[src/hdl/sbl_pkg.sv]
// Shared constants, types and arithmetic helpers for the 5x5 separable blur.
package sbl_pkg;

  localparam int MaxWidth  = 2048;
  localparam int ColW      = $clog2(MaxWidth);
  localparam int PosW      = ColW + 1;
  localparam int CfgW      = 12;
  localparam int RowW      = CfgW + 1;
  localparam int PixW      = 8;
  localparam int SumW      = PixW + 4;
  localparam int RowBanks  = 4;
  localparam int BankW     = $clog2(RowBanks);
  localparam int MinDim    = 5;
  localparam int ApbAddrW  = 3;
  localparam int DataW     = 32;

  // Division by ten as a multiply by 6554 / 2^16; exact for sums up to 10 * 255.
  localparam int MulW      = 13;
  localparam int DivShift  = 16;
  localparam logic [MulW-1:0] Div10Mul = MulW'(6554);

  localparam logic [CfgW-1:0] WidthReset  = CfgW'(640);
  localparam logic [CfgW-1:0] HeightReset = CfgW'(480);

  typedef enum logic {
    REG_WIDTH  = 1'b0,
    REG_HEIGHT = 1'b1
  } reg_idx_t;

  // Per-request control that travels down the pipeline.
  typedef struct packed {
    logic             hvalid;
    logic             tap_h;
    logic [BankW-1:0] hbank;
    logic [ColW-1:0]  addr;
    logic             active;
    logic             vert;
    logic [BankW-1:0] obank;
    logic             fend;
  } stage_t;

  // Stage enables and control seen by every channel lane.
  typedef struct packed {
    logic             shift;
    logic             ld2;
    logic             ld3;
    logic             ld4;
    logic             ld5;
    logic             out_ld;
    logic             tap_h;
    logic             we;
    logic [BankW-1:0] wbank;
    logic [ColW-1:0]  addr;
    logic [BankW-1:0] obank;
    logic             vert5;
  } lane_ctl_t;

  function automatic logic [SumW-1:0] tap_sum(input logic [PixW-1:0] a,
                                              input logic [PixW-1:0] b,
                                              input logic [PixW-1:0] c,
                                              input logic [PixW-1:0] d,
                                              input logic [PixW-1:0] e);
    return SumW'(a) + (SumW'(b) << 1) + (SumW'(c) << 2) + (SumW'(d) << 1) + SumW'(e);
  endfunction

  function automatic logic [PixW-1:0] div10(input logic [SumW-1:0] x);
    logic [SumW+MulW-1:0] prod;
    prod = (SumW+MulW)'(x) * (SumW+MulW)'(Div10Mul);
    return prod[DivShift +: PixW];
  endfunction

  function automatic logic [PosW-1:0] clamp_width(input logic [CfgW-1:0] v);
    if (int'(v) < MinDim) begin
      return PosW'(MinDim);
    end else if (int'(v) > MaxWidth) begin
      return PosW'(MaxWidth);
    end
    return PosW'(v);
  endfunction

  function automatic logic [CfgW-1:0] clamp_height(input logic [CfgW-1:0] v);
    if (int'(v) < MinDim) begin
      return CfgW'(MinDim);
    end
    return v;
  endfunction

endpackage

[src/hdl/sbl_ctrl.sv]
// Position counters, configuration registers and pipeline flow control for the blur.
module sbl_ctrl import sbl_pkg::*; (
  input  logic                clk,
  input  logic                rst,
  input  logic                psel,
  input  logic                penable,
  input  logic                pwrite,
  input  logic [ApbAddrW-1:0] paddr,
  input  logic [DataW-1:0]    pwdata,
  output logic [DataW-1:0]    prdata,
  output logic                pready,
  input  logic                pix_valid,
  output logic                pix_stall,
  input  logic                res_stall,
  output logic                res_valid,
  output logic                frame_end,
  output lane_ctl_t           lane_ctl
);

  localparam int NumStages = 5;

  logic [CfgW-1:0] width_cfg;
  logic [CfgW-1:0] height_cfg;
  logic [PosW-1:0] width_eff;
  logic [CfgW-1:0] height_eff;

  logic [ColW-1:0] in_col;
  logic [RowW-1:0] in_row;
  logic [ColW-1:0] out_col;
  logic [CfgW-1:0] out_row;

  stage_t                cur;
  stage_t                stg [1:NumStages];
  logic [NumStages:1]    vld;
  logic [NumStages:1]    go;

  logic     cfg_wr;
  reg_idx_t reg_idx;
  logic     accept;
  logic     out_en;
  logic     out_ld;
  logic     col_ge2;
  logic [PosW-1:0] hc_wide;
  logic [RowW-1:0] hr;

  assign pready  = 1'b1;
  assign cfg_wr  = psel && penable && pwrite;
  assign reg_idx = reg_idx_t'(paddr[ApbAddrW-1]);

  always_comb begin
    unique case (reg_idx)
      REG_WIDTH:  prdata = {(DataW-CfgW)'(0), width_cfg};
      REG_HEIGHT: prdata = {(DataW-CfgW)'(0), height_cfg};
      default:    prdata = '0;
    endcase
  end

  // Horizontal result belongs to the pixel two requests back.
  always_comb begin
    col_ge2 = in_col >= ColW'(2);
    hr      = col_ge2 ? in_row : in_row - RowW'(1);
    hc_wide = col_ge2 ? PosW'(in_col) - PosW'(2) : width_eff - PosW'(2) + PosW'(in_col);

    cur.hvalid = (col_ge2 || in_row != '0) && (hr < RowW'(height_eff));
    cur.hbank  = hr[BankW-1:0];
    cur.addr   = hc_wide[ColW-1:0];
    cur.tap_h  = (hc_wide >= PosW'(2)) &&
                 ((PosW+1)'(hc_wide) + (PosW+1)'(3) <= (PosW+1)'(width_eff));
    cur.active = (in_row > RowW'(2)) || (in_row == RowW'(2) && col_ge2);
    cur.vert   = (out_row >= CfgW'(2)) &&
                 ((CfgW+1)'(out_row) + (CfgW+1)'(2) < (CfgW+1)'(height_eff)) && cur.hvalid;
    cur.obank  = out_row[BankW-1:0];
    cur.fend   = ((CfgW+1)'(out_row) + (CfgW+1)'(1) == (CfgW+1)'(height_eff)) &&
                 (PosW'(out_col) + PosW'(1) == width_eff);
  end

  // A stage may load when it is empty or its request moves on; requests that
  // produce no result leave the last stage without touching the output register.
  always_comb begin
    out_en        = !res_valid || !res_stall;
    go[NumStages] = !vld[NumStages] || !stg[NumStages].active || out_en;
    for (int k = NumStages - 1; k >= 1; k--) begin
      go[k] = !vld[k] || go[k+1];
    end
  end

  assign accept    = pix_valid && go[1];
  assign pix_stall = !go[1];
  assign out_ld    = out_en && vld[NumStages] && stg[NumStages].active;

  always_ff @(posedge clk) begin
    if (rst) begin
      width_cfg  <= WidthReset;
      height_cfg <= HeightReset;
      width_eff  <= clamp_width(WidthReset);
      height_eff <= clamp_height(HeightReset);
      in_col     <= '0;
      in_row     <= '0;
      out_col    <= '0;
      out_row    <= '0;
    end else if (cfg_wr) begin
      unique case (reg_idx)
        REG_WIDTH: begin
          width_cfg <= pwdata[CfgW-1:0];
          width_eff <= clamp_width(pwdata[CfgW-1:0]);
        end
        REG_HEIGHT: begin
          height_cfg <= pwdata[CfgW-1:0];
          height_eff <= clamp_height(pwdata[CfgW-1:0]);
        end
        default: begin
        end
      endcase
      in_col  <= '0;
      in_row  <= '0;
      out_col <= '0;
      out_row <= '0;
    end else if (accept) begin
      if (cur.active && cur.fend) begin
        in_col  <= '0;
        in_row  <= '0;
        out_col <= '0;
        out_row <= '0;
      end else begin
        if (cur.active) begin
          if (PosW'(out_col) + PosW'(1) >= width_eff) begin
            out_col <= '0;
            out_row <= out_row + CfgW'(1);
          end else begin
            out_col <= out_col + ColW'(1);
          end
        end
        if (PosW'(in_col) + PosW'(1) >= width_eff) begin
          in_col <= '0;
          in_row <= in_row + RowW'(1);
        end else begin
          in_col <= in_col + ColW'(1);
        end
      end
    end
  end

  always_ff @(posedge clk) begin
    if (rst) begin
      vld       <= '0;
      res_valid <= 1'b0;
    end else begin
      if (go[1]) begin
        vld[1] <= accept;
      end
      for (int k = 2; k <= NumStages; k++) begin
        if (go[k]) begin
          vld[k] <= vld[k-1];
        end
      end
      if (out_en) begin
        res_valid <= vld[NumStages] && stg[NumStages].active;
      end
    end
  end

  always_ff @(posedge clk) begin
    if (go[1]) begin
      stg[1] <= cur;
    end
    for (int k = 2; k <= NumStages; k++) begin
      if (go[k]) begin
        stg[k] <= stg[k-1];
      end
    end
    if (out_ld) begin
      frame_end <= stg[NumStages].fend;
    end
  end

  always_comb begin
    lane_ctl.shift  = accept;
    lane_ctl.ld2    = go[2];
    lane_ctl.ld3    = go[3];
    lane_ctl.ld4    = go[4];
    lane_ctl.ld5    = go[5];
    lane_ctl.out_ld = out_ld;
    lane_ctl.tap_h  = stg[2].tap_h;
    lane_ctl.we     = go[4] && vld[3] && stg[3].hvalid;
    lane_ctl.wbank  = stg[3].hbank;
    lane_ctl.addr   = stg[3].addr;
    lane_ctl.obank  = stg[4].obank;
    lane_ctl.vert5  = stg[5].vert;
  end

endmodule

[config.mk]
export PLATFORM = sky130hd
export DESIGN_NAME = sbl_ctrl
export DESIGN_NICKNAME = d
export VERILOG_FILES = /design/src/hdl/sbl_pkg.sv /design/src/hdl/sbl_ctrl.sv
export SDC_FILE = /design/constraint.sdc
export NUM_CORES = 1
export LEC_CHECK = 0
export ABC_AREA = 1
export BUFFER_PORTS_ARGS = -buffer_cell sky130_fd_sc_hd__buf_2
export CAP_MARGIN = 20
export CELL_PAD_IN_SITES_DETAIL_PLACEMENT = 0
export CELL_PAD_IN_SITES_GLOBAL_PLACEMENT = 2
export CORE_MARGIN = 1
export CORE_UTILIZATION = 38
export CTS_CLUSTER_DIAMETER = 150
export DETAILED_ROUTE_END_ITERATION = 16
export PLACE_DENSITY = 0.89
export REMOVE_ABC_BUFFERS = 1
export SLEW_MARGIN = 20
export SYNTH_ARGS = -nofsm -noshare
export SYNTH_HDL_FRONTEND = slang
export SYNTH_SLANG_ARGS = --single-unit
[constraint.sdc]
create_clock -name clk -period 8.07 [get_ports clk]
set_input_delay 2.0175 -clock clk [delete_from_list [all_inputs] [get_ports clk]]
set_output_delay 2.0175 -clock clk [all_outputs]
set_load 0.02 [all_outputs]
[Yosys cells after proc, flatten, opt, wreduce, memory -nomap -nowiden]
Memories as Yosys holds them, arrays and structs flattened.
Cells that the tools add are included.
Storage, ports and cells
  memories kept: 1
  bits of input ports: 42
  RAM bits: 100
  word-level logic and storage cells: 124
  register bits: 102
Cells by class
  bitwise gates (word level): 1
  reductions and logical operators: 43
  multiplexer cells: 37
  equality and inequality tests: 3
  order comparisons: 11
  add/subtract/negate cells: 13
Memories
  stg: words 5, bits a word 20, rd ports 5, clocked after memory_dff 0, write ports 5, line sbl_ctrl.sv:33  | stage_t stg [1:NumStages];
Operator list (number)
  $mux W12: 9
  $pmux W32 S2: 1
  $mux W11: 5
  $mux W13: 3
  $add A12 B2 Y13 const B: 2
  $lt A13 B12 Y1: 2
  $add A11 B1 Y12 const B: 2
  $ge A12 B12 Y1: 2
  $ge A12 B2 Y1 const B: 2
  $add A11 B1 Y11 const B: 2
  $mux W1: 19
  $logic_and A1 B1 Y1: 15
  $add A12 B1 Y13 const B: 1
  $add A13 B1 Y13 const B: 1
  $eq A13 B12 Y1: 1
  $eq A13 B2 Y1 const B: 1
  $gt A13 B2 Y1 const B: 1
  $le A13 B12 Y1: 1
  $reduce_bool A13 Y1: 1
  $sub A13 B1 Y13 const B: 1
  $add A12 B1 Y12 const B: 1
  $add A12 B11 Y12: 1
  $eq A12 B12 Y1: 1
  $gt A12 B12 Y1 const B: 1
  11 further kinds: 32

[Depth between registers and ports, before layout]
Gate-level depths: netlist (run 1).
An unclocked memory read counts as a cell.
  depth in word-level cells: 10
  gate-level depth with buffers: 28
  gate-level depth less buffers: 27

[Worst setup path after synthesis (run 1)]
No wires, ideal clock.
  path kind: input-to-output
  start point: input res_stall
  end point: output lane_ctl[23] (netlist name)
  required time: 6052 ps
  stages on the path: 12
  path slack: 1809 ps
  data arrival time: 4244 ps
  path through: nand2_1 nor2_1 inv_2 nor2_4 nand2_2 nor2_1 nand2_1 nand2_2 inv_2 buf_2 buf_2 buf_4
RTL lines
  start: declaration: line sbl_ctrl.sv:14  | input logic res_stall,
  end: declaration: line sbl_ctrl.sv:17  | output lane_ctl_t lane_ctl

==> results.md, run 1 <==
* Outcome: completed
* Postcts setup bufs at 0
* Cell-internal power at 1.56 mW
* 1st-iter DRT viols at 440
* Endpoint type of the worst setup path: primary output
* Clk Latency, worst-skew pair at 0.44 ns
* Total die area at 29200 um^2
* Most frequent cells in the layout: nand2_1, inv_1, nor2_1, dfxtp_1, ha_1
* Chip height at 171 um
* CTS clk-pin slew, worst paths at 0.07 ns
* Max-slew violation count at 0
* Crit path launch type: input port
* Setup TNS at 0 ns
* Clock tree sinks at 169
* Crit path max fanout at 22
* Post-DP HPWL at 20.9 mm
* Initial antenna violation count at 0
* Largest net degree at the start of global routing at 42
* Post-synthesis sequential area ratio at between 30 and 40%
* CTS buffer count at 17
* RSZ-0062 raised after global routing: false
* TritonCTS clock tree: yes
* Top-area cell type share of the netlist area at 18.9%
* Post-synth ARST share at 0%
* Sequential power share at 43.1%
* Max-cap check violation count at 0
* # hold bufs at CTS at 0
* Power share of the combinational group at 21.0%
* Power Dens Cells at between 150 and 200 nW/um^2
* Cell Area, Synth at 10800 um^2
* Clock buffer depth at 2
* Post-CTS resize count at 0
* Slew headroom at 39.7%
* Avg Cell Area, Syn at about 8 um^2
* Switching power at 764 uW
* Least-Margin Pin Slew at roughly 0.9 ns
* Leading register cell type out of synthesis: dfxtp_1
* Synthesized flop and latch total at 169
* HP Class: register to register
* Number of placement rows at 61
* Post-synth EDFFs at 68
* Worst VDD drop at around 130 uV
* Yosys Warn Count at 0
* DRC viols at 0
* Cell variety after synth at between 50 and 60
* Cell taking the most area after synthesis: edfxtp_1
* Final ANT Viol Nets at 0
* Final Critical Period at 5.85 ns
* Leakage power at 5.45 nW
* Starting Density at 38.8%
* Max Freq at around 170 MHz
* Worst Path Required at 6.05 ns
* Die width at 171 um
* Total GRT Usage at 19.9%
* Core Util, Final at 42.3%
* P&R area growth vs syn at 9.22%
* Most common cell after layout, fill and taps aside: nand2_1
* Vias in the first global route at just over 8000
* Grt ovf at 0
* Final worst path period share at 72.5%
* I/O Pins at 102
* Vias/cell at 4.86
* Final setup viols at 0
* Critical Path AT at 3.83 ns
* Drt total wl at around 28 mm
* Number of cells produced by synthesis at 1391
* Sw frac at 32.9%
* Ant diodes at 0
* Via count at approximately 8800
* First-pass GRT wire length at 44.3 mm
* Setup CP Type: input port to primary output
* I/O Buffers at 58
* Clock Skews at 0.0145 ns
* RePlAce Congestion at 0.853
* Ranking of synthesized cells by area: edfxtp_1, dfxtp_1, ha_1, nand2_1, inv_1
* Nets at 1552
* Clk pwr share at 35.9%
* Drt wl/cell at 15.3 um
* H-tree Lvls at 4
* Layout cells sized above 1 at 9.73%
* Core area at 27900 um^2
* Endpoints failing hold at 0
* Root Driver: clkbuf_16
* First-pass DRT Iterations at 5
-- cell usage after synthesis, drive strengths merged, types with 2 or more instances --
library cell  count
clkbuf           19
nor4              7
edfxtp           68
dfxtp           101
nor2            145
o2111ai           2
a31oi             4
o21ai            32
o221ai            2
a21boi            2
buf              58
nand2           284
nand3            87
a221oi            2
nor3             37
a211oi           14
o22ai             4
conb              2
o211ai           11
o31ai             3
a21oi            92
inv             211
xnor2             6
nand4            35
ha               93
o21a              3
xor2             56
and2              2
-- state kept, by name (all words and copies together) (netlist names) --
signal      count
out_row        12
width_eff      12
stg            67
in_row         13
res_valid       1
width_cfg      12
out_col        11
frame_end       1
height_eff     12
vld             5
in_col         11
height_cfg     12
-- cell families after synthesis --
logic type                 Yosys count  share of synthesized area (%)
xor gates and xnor gates            62                           5.01
AOI/OAI and AO/OA                  174                           9.46
adders and majority gates           94                           10.9
DFF                                169                           37.5
and+or+nand+nor                    601                           25.0
buffers and inverters              289                           12.0
other                                2                         0.0693
-- power groups by stage --
| stage | combinational, mW | clock (mW) | sequential [mW] |
|---|---|---|---|
| final | 0.487 | 0.834 | 1.00 |
| after global routing | 0.553 | 0.889 | 1.01 |
| after CTS | 0.487 | 0.857 | 1.00 |
| after detailed placement | 0.485 | 0 | 1.02 |
| after global placement | 0.482 | 0 | 1.02 |
| after floorplan | 0.326 | 0 | 1.04 |
-- path summary, 6_finish.rpt --
check | to | startpoint | cells after the start | slack, ns
worst max register to register | stg[0][38] | in_col[1] | 20 | 3.73
worst min-delay path | stg[0][53] | stg[0][33] | 0 | 0.41
worst min register to register | stg[0][53] | stg[0][33] | 0 | 0.41
worst max-delay path | lane_ctl[23] | res_stall | 11 | 2.22
-- routing by layer --
metal	vias up	GRT usage (%)	wire length, um
li1	4551	-	-
met1	4055	27.4	13900
met2	149	32.8	12600
met3	18	2.61	873
met4	0	4.74	313
met5	-	0	0
-- layout make-up --
cell class              count  area [um^2]
flip-flops and latches    169         4060
inverters                 212          796
clock buffers              17          425
repair buffers             64          335
multi-input cells         952         5550
clock inverters            15          185
fillers                  2933        16100
well taps                 378          473
-- critical path, cell delays in order --
cell,delay (ns)
buf_2,0.09
nand2_1,0.06
nor2_1,0.13
inv_2,0.09
nor2_4,0.13
nand2_2,0.34
nor2_1,0.33
nand2_1,0.13
nand2_2,0.29
inv_2,0.06
buf_2,0.16
-- stage by stage --
stage | cells | area [um^2] | total power [mW] | worst slack (ns) | hold WS (ns)
after floorplan | 1333 | 10400 | 1.37 | 1.96 | 0.400
after global placement | 1775 | 11200 | 1.50 | 2.25 | 0.400
after detailed placement | 1775 | 11200 | 1.51 | 2.21 | 0.405
after CTS | 1807 | 11800 | 2.35 | 2.21 | 0.415
after global routing | 1807 | 11800 | 2.45 | 1.98 | 0.418
final | 1807 | 11800 | 2.32 | 2.22 | 0.413
(Power assumes the default switching activity.)
==> run 2: changes to the inputs <==
--- a/config.mk
+++ b/config.mk
@@ -11,10 +11,10 @@
 export CELL_PAD_IN_SITES_DETAIL_PLACEMENT = 0
 export CELL_PAD_IN_SITES_GLOBAL_PLACEMENT = 2
 export CORE_MARGIN = 1
-export CORE_UTILIZATION = 38
+export CORE_UTILIZATION = 36
 export CTS_CLUSTER_DIAMETER = 150
 export DETAILED_ROUTE_END_ITERATION = 16
-export PLACE_DENSITY = 0.89
+export PLACE_DENSITY = 0.85
 export REMOVE_ABC_BUFFERS = 1
 export SLEW_MARGIN = 20
 export SYNTH_ARGS = -nofsm -noshare
==> constraint.sdc (replaced) <==
create_clock -name clk -period 5.5 [get_ports clk]
set_input_delay 1.375 -clock clk [delete_from_list [all_inputs] [get_ports clk]]
set_output_delay 1.375 -clock clk [all_outputs]
set_load 0.02 [all_outputs]
==> run 2 against run 1 <==
  * Hold slack improved by 0.0065 ns
  * Final cell count rose by 0.83%
  * Register-to-register slack lost 2.5 ns
  * Combinational power grew 47%
==> results.md, run 2 (same netlist as run 1, synthesis figures left out) <==
* Sw frac at 32.9% (+0.040 points)
* Drt total wl at 27.9 mm (+0.94%)
* Register name with the most flops: stg
* Final worst path period share at 80.6%
* TritonCTS clock tree: yes
* Final setup viols at 0 (unchanged)
* I/O Pins at 102 (unchanged)
* Clock Skews at 0.00875 ns (-0.00579 ns)
* Most frequent cells in the layout: nand2_1, inv_1, nor2_1, dfxtp_1, ha_1
* Vias/cell at 4.80 (-1.1%)
* RSZ-0062 raised after global routing: false
* Clk Latency, worst-skew pair at 0.44 ns (about the same)
* Endpoints failing hold at 0 (unchanged)
* Critical path's slowest cell: nand2_2
* H-tree Lvls at 4 (unchanged)
* Area of the multi-input gates at 5550 um^2 (unchanged)
* RePlAce Congestion at 0.900 (+5.5%)
* Cell-internal power at 2.29 mW (+47%)
* Worst-path cell chain: buf_2 > nand2_1 > nor2_1 > inv_2 > nor2_4 > nand2_2 > nor2_1 > nand2_1 > buf_4 > nand2_2 > inv_2 > buf_2
* Grt ovf at 0 (unchanged)
* Endpoint type of the worst setup path: primary output
* Hold path start: stg[0][49]
* Total GRT Usage at 18.5% (-1.4 points)
* Outcome: completed
* Drt wl/cell at 15.3 um (+0.11%)
* First-pass DRT Iterations at 5 (unchanged)
* CTS buffer count at 17 (unchanged)
* Hold path depth at 0 (unchanged)
* Flop-to-flop setup slack at 1.26 ns (-2.47 ns)
* Largest register FFs at 67 (unchanged)
* Max-cap check violation count at 0 (unchanged)
* 1st-iter DRT viols at 468 (+6.4%)
* Postcts setup bufs at 0 (unchanged)
* Core area at 29600 um^2 (+6.1%)
* Power Dens Cells at 288 nW/um^2 (+47%)
* Most common cell after layout, fill and taps aside: nand2_1
* Chip height at 175 um (+2.7%)
* RR Endpoint: stg[0][38]
* Leakage power at 5.47 nW (+0.37%)
* Max Freq at 225 MHz
* HP Class: register to register
* Vias in the first global route at 8177 (-1.5%)
* Ant diodes at 0 (unchanged)
* Total die area at 30800 um^2 (+5.5%)
* CTS clk-pin slew, worst paths at 0.07 ns (about the same)
* Crit path launch type: input port
* R2r worst-path depth at 20 (unchanged)
* Max-slew violation count at 0 (unchanged)
* Filler Cell Count at 3087 (+5.3%)
* Non-filler cells in the finished layout at 1822 (+0.83%)
* Switching power at 1.13 mW (+47%)
* Core Util, Final at 40.0% (-2.3 points)
* Largest net degree at the start of global routing at 41 (-2.4%)
* Hold path endpoint: stg[0][69]
* Slew headroom at 35.8% (-3.9 points)
* Clock buffer depth at 2 (unchanged)
* Worst r2r src: in_col[1]
* Worst VDD drop at 215 uV (+66%)
* Crit path max fanout at 23 (+4.5%)
* First-pass GRT wire length at 43.9 mm (-0.79%)
* Placed Instances at 1790 (+0.85%)
* Post-DP HPWL at 21.4 mm (+2.5%)
* Biggest regs: stg: 67 flops, in_row: 13 flops
* DP Area at 11300 um^2 (+0.40%)
* Cell area after layout at 11900 um^2 (+0.34%)
* Setup TNS at 0 ns (unchanged)
* Nets at 1555 (+0.19%)
* Layout cells sized above 1 at 9.92% (+0.19 points)
* Root Driver: clkbuf_16
* Worst Path Required at 4.12 ns (-1.93 ns)
* Final Critical Period at 4.44 ns
* Final ANT Viol Nets at 0 (unchanged)
* Initial antenna violation count at 0 (unchanged)
* Sequential cell area at 4060 um^2 (unchanged)
* # hold bufs at CTS at 0 (unchanged)
* DRC viols at 0 (unchanged)
* P&R area growth vs syn at 9.59%
* Power, Total at 3.42 mW (+47%)
* Power share of the combinational group at 20.9% (about the same)
* Post-CTS resize count at 0 (unchanged)
* Slowest Stage Delay on Critical Path at 0.34 ns (about the same)
* Sequential power share at 43.0% (about the same)
* Least-Margin Pin Slew at 0.958 ns (+0.0578 ns)
* Starting Density at 36.5% (-2.2 points)
* I/O Buffers at 58 (unchanged)
* Via count at 8752 (-0.24%)
* Clk pwr share at 36.1% (+0.2 points)
* Critical Path AT at 3.06 ns (-0.77 ns)
* Die width at 175 um (+2.7%)
* Clock tree sinks at 169 (unchanged)
* Setup CP Type: input port to primary output
* Number of placement rows at 63 (+3.3%)
run 2: layout make-up:
cell class / count / area share (%)
Tap cell: 390 / 4.11
Multi-Input combinational cell: 952 / 46.8
Clock inverter: 15 / 1.58
Timing Repair Buffer: 67 / 3.02
Clock buffer: 17 / 3.58
Sequential cell: 169 / 34.2
Inverter: 212 / 6.71
run 2: worst max path at each step:
| stage | from | end | slack (ns) | depth (start not counted) |
|---|---|---|---|---|
| floorplan | res_stall | lane_ctl[23] | 0.67 | 9 |
| global placement | res_stall | lane_ctl[23] | 1.07 | 12 |
| detailed placement | res_stall | lane_ctl[23] | 1.06 | 12 |
| CTS | res_stall | lane_ctl[23] | 1.05 | 12 |
| global route | res_stall | lane_ctl[23] | 0.83 | 12 |
| finish | res_stall | lane_ctl[23] | 1.06 | 12 |
run 2: power by group through the flow:
stage / logic (mW) / registers [mW] / clock network [mW]
floorplan: 0.478 / 1.53 / 0
global placement: 0.714 / 1.50 / 0
detailed placement: 0.720 / 1.50 / 0
CTS: 0.723 / 1.47 / 1.27
global route: 0.814 / 1.48 / 1.31
finish: 0.716 / 1.47 / 1.23
run 2: critical path, delay by kind of cell:
kind | cells | cell delay (ns)
buffers and inverters | 5 | 0.73
AND/OR/NAND/NOR | 7 | 0.93
run 2: layer usage:
layer	GRT usage [%]	vias up	share of wire (%)
met3	2.38	33	3.4
li1	-	4556	-
met4	6.05	0	2.2
met2	30.2	178	45
met5	0	-	0
met1	25.3	3985	50
run 2: metrics by stage:
| stage | worst slack, ns | hold WS [ns] |
|---|---|---|
| after detailed placement | 1.06 | 0.405 |
| after global routing | 0.831 | 0.425 |
| after CTS | 1.05 | 0.420 |
| after global placement | 1.07 | 0.400 |
| after floorplan | 0.674 | 0.400 |
| final | 1.06 | 0.419 |
==> run 3: changes to the inputs <==
--- a/config.mk
+++ b/config.mk
@@ -11,10 +11,10 @@
 export CELL_PAD_IN_SITES_DETAIL_PLACEMENT = 0
 export CELL_PAD_IN_SITES_GLOBAL_PLACEMENT = 2
 export CORE_MARGIN = 1
-export CORE_UTILIZATION = 36
+export CORE_UTILIZATION = 32
 export CTS_CLUSTER_DIAMETER = 150
 export DETAILED_ROUTE_END_ITERATION = 16
-export PLACE_DENSITY = 0.85
+export PLACE_DENSITY = 0.81
 export REMOVE_ABC_BUFFERS = 1
 export SLEW_MARGIN = 20
 export SYNTH_ARGS = -nofsm -noshare
==> constraint.sdc (replaced) <==
create_clock -name clk -period 3.6 [get_ports clk]
set_input_delay 0.9 -clock clk [delete_from_list [all_inputs] [get_ports clk]]
set_output_delay 0.9 -clock clk [all_outputs]
set_load 0.02 [all_outputs]
==> run 3 against run 2 <==
  * Final cell count increased by 7.8%
  * Combinational power up 100%
  * The flow now finishes with violations (setup timing)
  * Global-route usage down 0.37 points
  * Core utilization down 1.5 points
==> results.md, run 3 (same netlist as run 1, synthesis figures left out) <==
* Crit path launch type: register
* Total GRT Usage at 18.2% (-0.37 points)
* Grt ovf at 0 (unchanged)
* Crit path max fanout at 3 (-87%)
* Slew headroom at 43.4% (+7.5 points)
* Drt wl/cell at 15.3 um (about the same)
* Most common cell after layout, fill and taps aside: nand2_1
* I/O Buffers at 58 (unchanged)
* Max-slew violation count at 0 (unchanged)
* Non-filler cells in the finished layout at 1965 (+7.8%)
* First-pass DRT Iterations at 5 (unchanged)
* Crit path max-delay family: simple AND/OR/NAND/NOR gates
* Leakage power at 5.93 nW (+8.4%)
* Failing checks: setup timing
* Total die area at 34600 um^2 (+12%)
* Power, Total at 5.57 mW (+63%)
* Hold path start: stg[0][54]
* HP Class: register to register
* P&R area growth vs syn at 19.2%
* H-tree Lvls at 4 (unchanged)
* Starting Density at 32.4% (-4.2 points)
* # hold bufs at CTS at 0 (unchanged)
* Slowest Stage Delay on Critical Path at 0.49 ns (+0.15 ns)
* Via count at 9111 (+4.1%)
* TritonCTS clock tree: yes
* Most frequent cells in the layout: nand2_1, inv_1, nor2_1, dfxtp_1, buf_4
* Worst r2r src: in_col[1]
* Ant diodes at 0 (unchanged)
* Nets at 1640 (+5.5%)
* RSZ-0062 raised after global routing: true
* RePlAce Congestion at 0.855 (-5.0%)
* Final setup viols at 1 (+1)
* Vias/cell at 4.64 (-3.5%)
* Worst-path cell chain: inv_2 > ha_4 > inv_4 > ha_4 > fa_2 > buf_6 > buf_6 > xor2_2 > o21ai_2 > buf_4 > nor2_4 > nand3_4 > nor3_4 > nand3_1 > nand2_1 > nand2_2 > ha_4 > nand4_1 > or4_4 > nand2_2 > nand2_2 > nor2_2
* Largest register FFs at 67 (unchanged)
* Endpoints failing hold at 0 (unchanged)
* Max-cap check violation count at 0 (unchanged)
* Setup TNS at -0.0813 ns (-0.0813 ns)
* Largest net degree at the start of global routing at 41 (unchanged)
* Critical Path AT at 3.99 ns (+0.93 ns)
* CP bufs+invs at 5 (unchanged)
* Biggest regs: stg: 67 flops, in_row: 13 flops
* PnR worst setup slack at -0.0813 ns (-1.15 ns)
* Clock tree sinks at 169 (unchanged)
* Placed Instances at 1925 (+7.5%)
* Power Dens Cells at 431 nW/um^2 (+50%)
* 1st-iter DRT viols at 595 (+27%)
* Critical path's slowest cell: or4_4
* I/O Pins at 102 (unchanged)
* Clock Skews at 0.0159 ns (+0.00719 ns)
* Die width at 186 um (+6.0%)
* Endpoint type of the worst setup path: register
* Layout cells sized above 1 at 18.9% (+8.9 points)
* Hold path depth at 0 (unchanged)
* Outcome: complete, but fails checks
* Core area at 33400 um^2 (+13%)
* Post-DP HPWL at 23.3 mm (+8.9%)
* First-pass GRT wire length at 47.4 mm (+7.8%)
* Clk Latency, worst-skew pair at 0.45 ns (about the same)
* Drt total wl at 30.1 mm (+7.9%)
* Setup CP Type: register to register
* DP Area at 11900 um^2 (+5.8%)
* Final worst path period share at 102%
* R2r worst-path depth at 22 (+10%)
* Worst Path Required at 3.90 ns (-0.22 ns)
* Cell area after layout at 12900 um^2 (+8.7%)
* Worst VDD drop at 349 uV (+62%)
* Flop-to-flop setup slack at -0.08 ns (-1.34 ns)
* Initial antenna violation count at 0 (unchanged)
* CTS buffer count at 17 (unchanged)
* RR Endpoint: stg[0][38]
* Vias in the first global route at 8665 (+6.0%)
* Max Freq at 272 MHz
* CTS clk-pin slew, worst paths at 0.08 ns (about the same)
* DRC viols at 0 (unchanged)
* Final Critical Period at 3.68 ns
* Number of placement rows at 67 (+6.3%)
* Chip height at 186 um (+6.0%)
* Least-Margin Pin Slew at 0.849 ns (-0.110 ns)
* Register name with the most flops: stg
* Final ANT Viol Nets at 0 (unchanged)
* Root Driver: clkbuf_16
* Clock buffer depth at 2 (unchanged)
* Hold path endpoint: stg[0][74]
-- run 3: final cells by class --
cell class	count	area, um^2
Sequential cell	169	4070
Timing Repair Buffer	152	1020
Multi-Input combinational cell	952	5840
Tap cell	448	561
Fill cell	3465	20500
Inverter	212	798
Clock buffer	17	425
Clock inverter	15	188
-- run 3: power breakdown --
part / internal, mW / switching (mW) / leakage [nW]
Combinational: 0.580 / 0.850 / 4.05
Sequential: 2.19 / 0.0501 / 1.59
Clock: 0.953 / 0.945 / 0.295
-- run 3: layer usage --
| layer | track usage, % | routed length [um] | up-vias |
|---|---|---|---|
| met1 | 25.0 | 14700 | 4200 |
| met3 | 2.43 | 792 | 24 |
| met2 | 29.6 | 14100 | 152 |
| met4 | 4.92 | 467 | 0 |
| li1 | - | - | 4735 |
| met5 | 0 | 0 | - |
-- run 3: stage by stage --
step | utilization (%) | hold WS (ns) | setup slack, ns
final | 38.6 | 0.417 | -0.0813
after global routing | 38.6 | 0.427 | -0.268
after detailed placement | 35.6 | 0.405 | -0.396
after CTS | 37.8 | 0.417 | -0.148
after global placement | 35.6 | 0.400 | -0.318
after floorplan | - | 0.400 | -0.415
-- run 3: worst max path at each step --
stage / from / to / slack (ns) / depth (start not counted)
2_1_floorplan: res_stall / out_row[0] / -0.42 / 12
3_3_place_gp: width_eff[1] / stg[0][38] / -0.32 / 20
3_5_place_dp: width_eff[1] / stg[0][38] / -0.40 / 20
4_1_cts: width_eff[1] / stg[0][38] / -0.15 / 20
5_1_grt: in_col[1] / stg[0][38] / -0.27 / 22
6_report: in_col[1] / stg[0][38] / -0.08 / 22
-- run 3: repair_timing --
| item | CTS | global route |
|---|---|---|
| gates resized for setup | 28 | 48 |
| endpoints found under the hold margin | 0 | 0 |
| cloned | 0 | 0 |
| setup endpoints to repair | 1 | 46 |
| setup buffers | 6 | 3 |
| pin swaps | 21 | 31 |
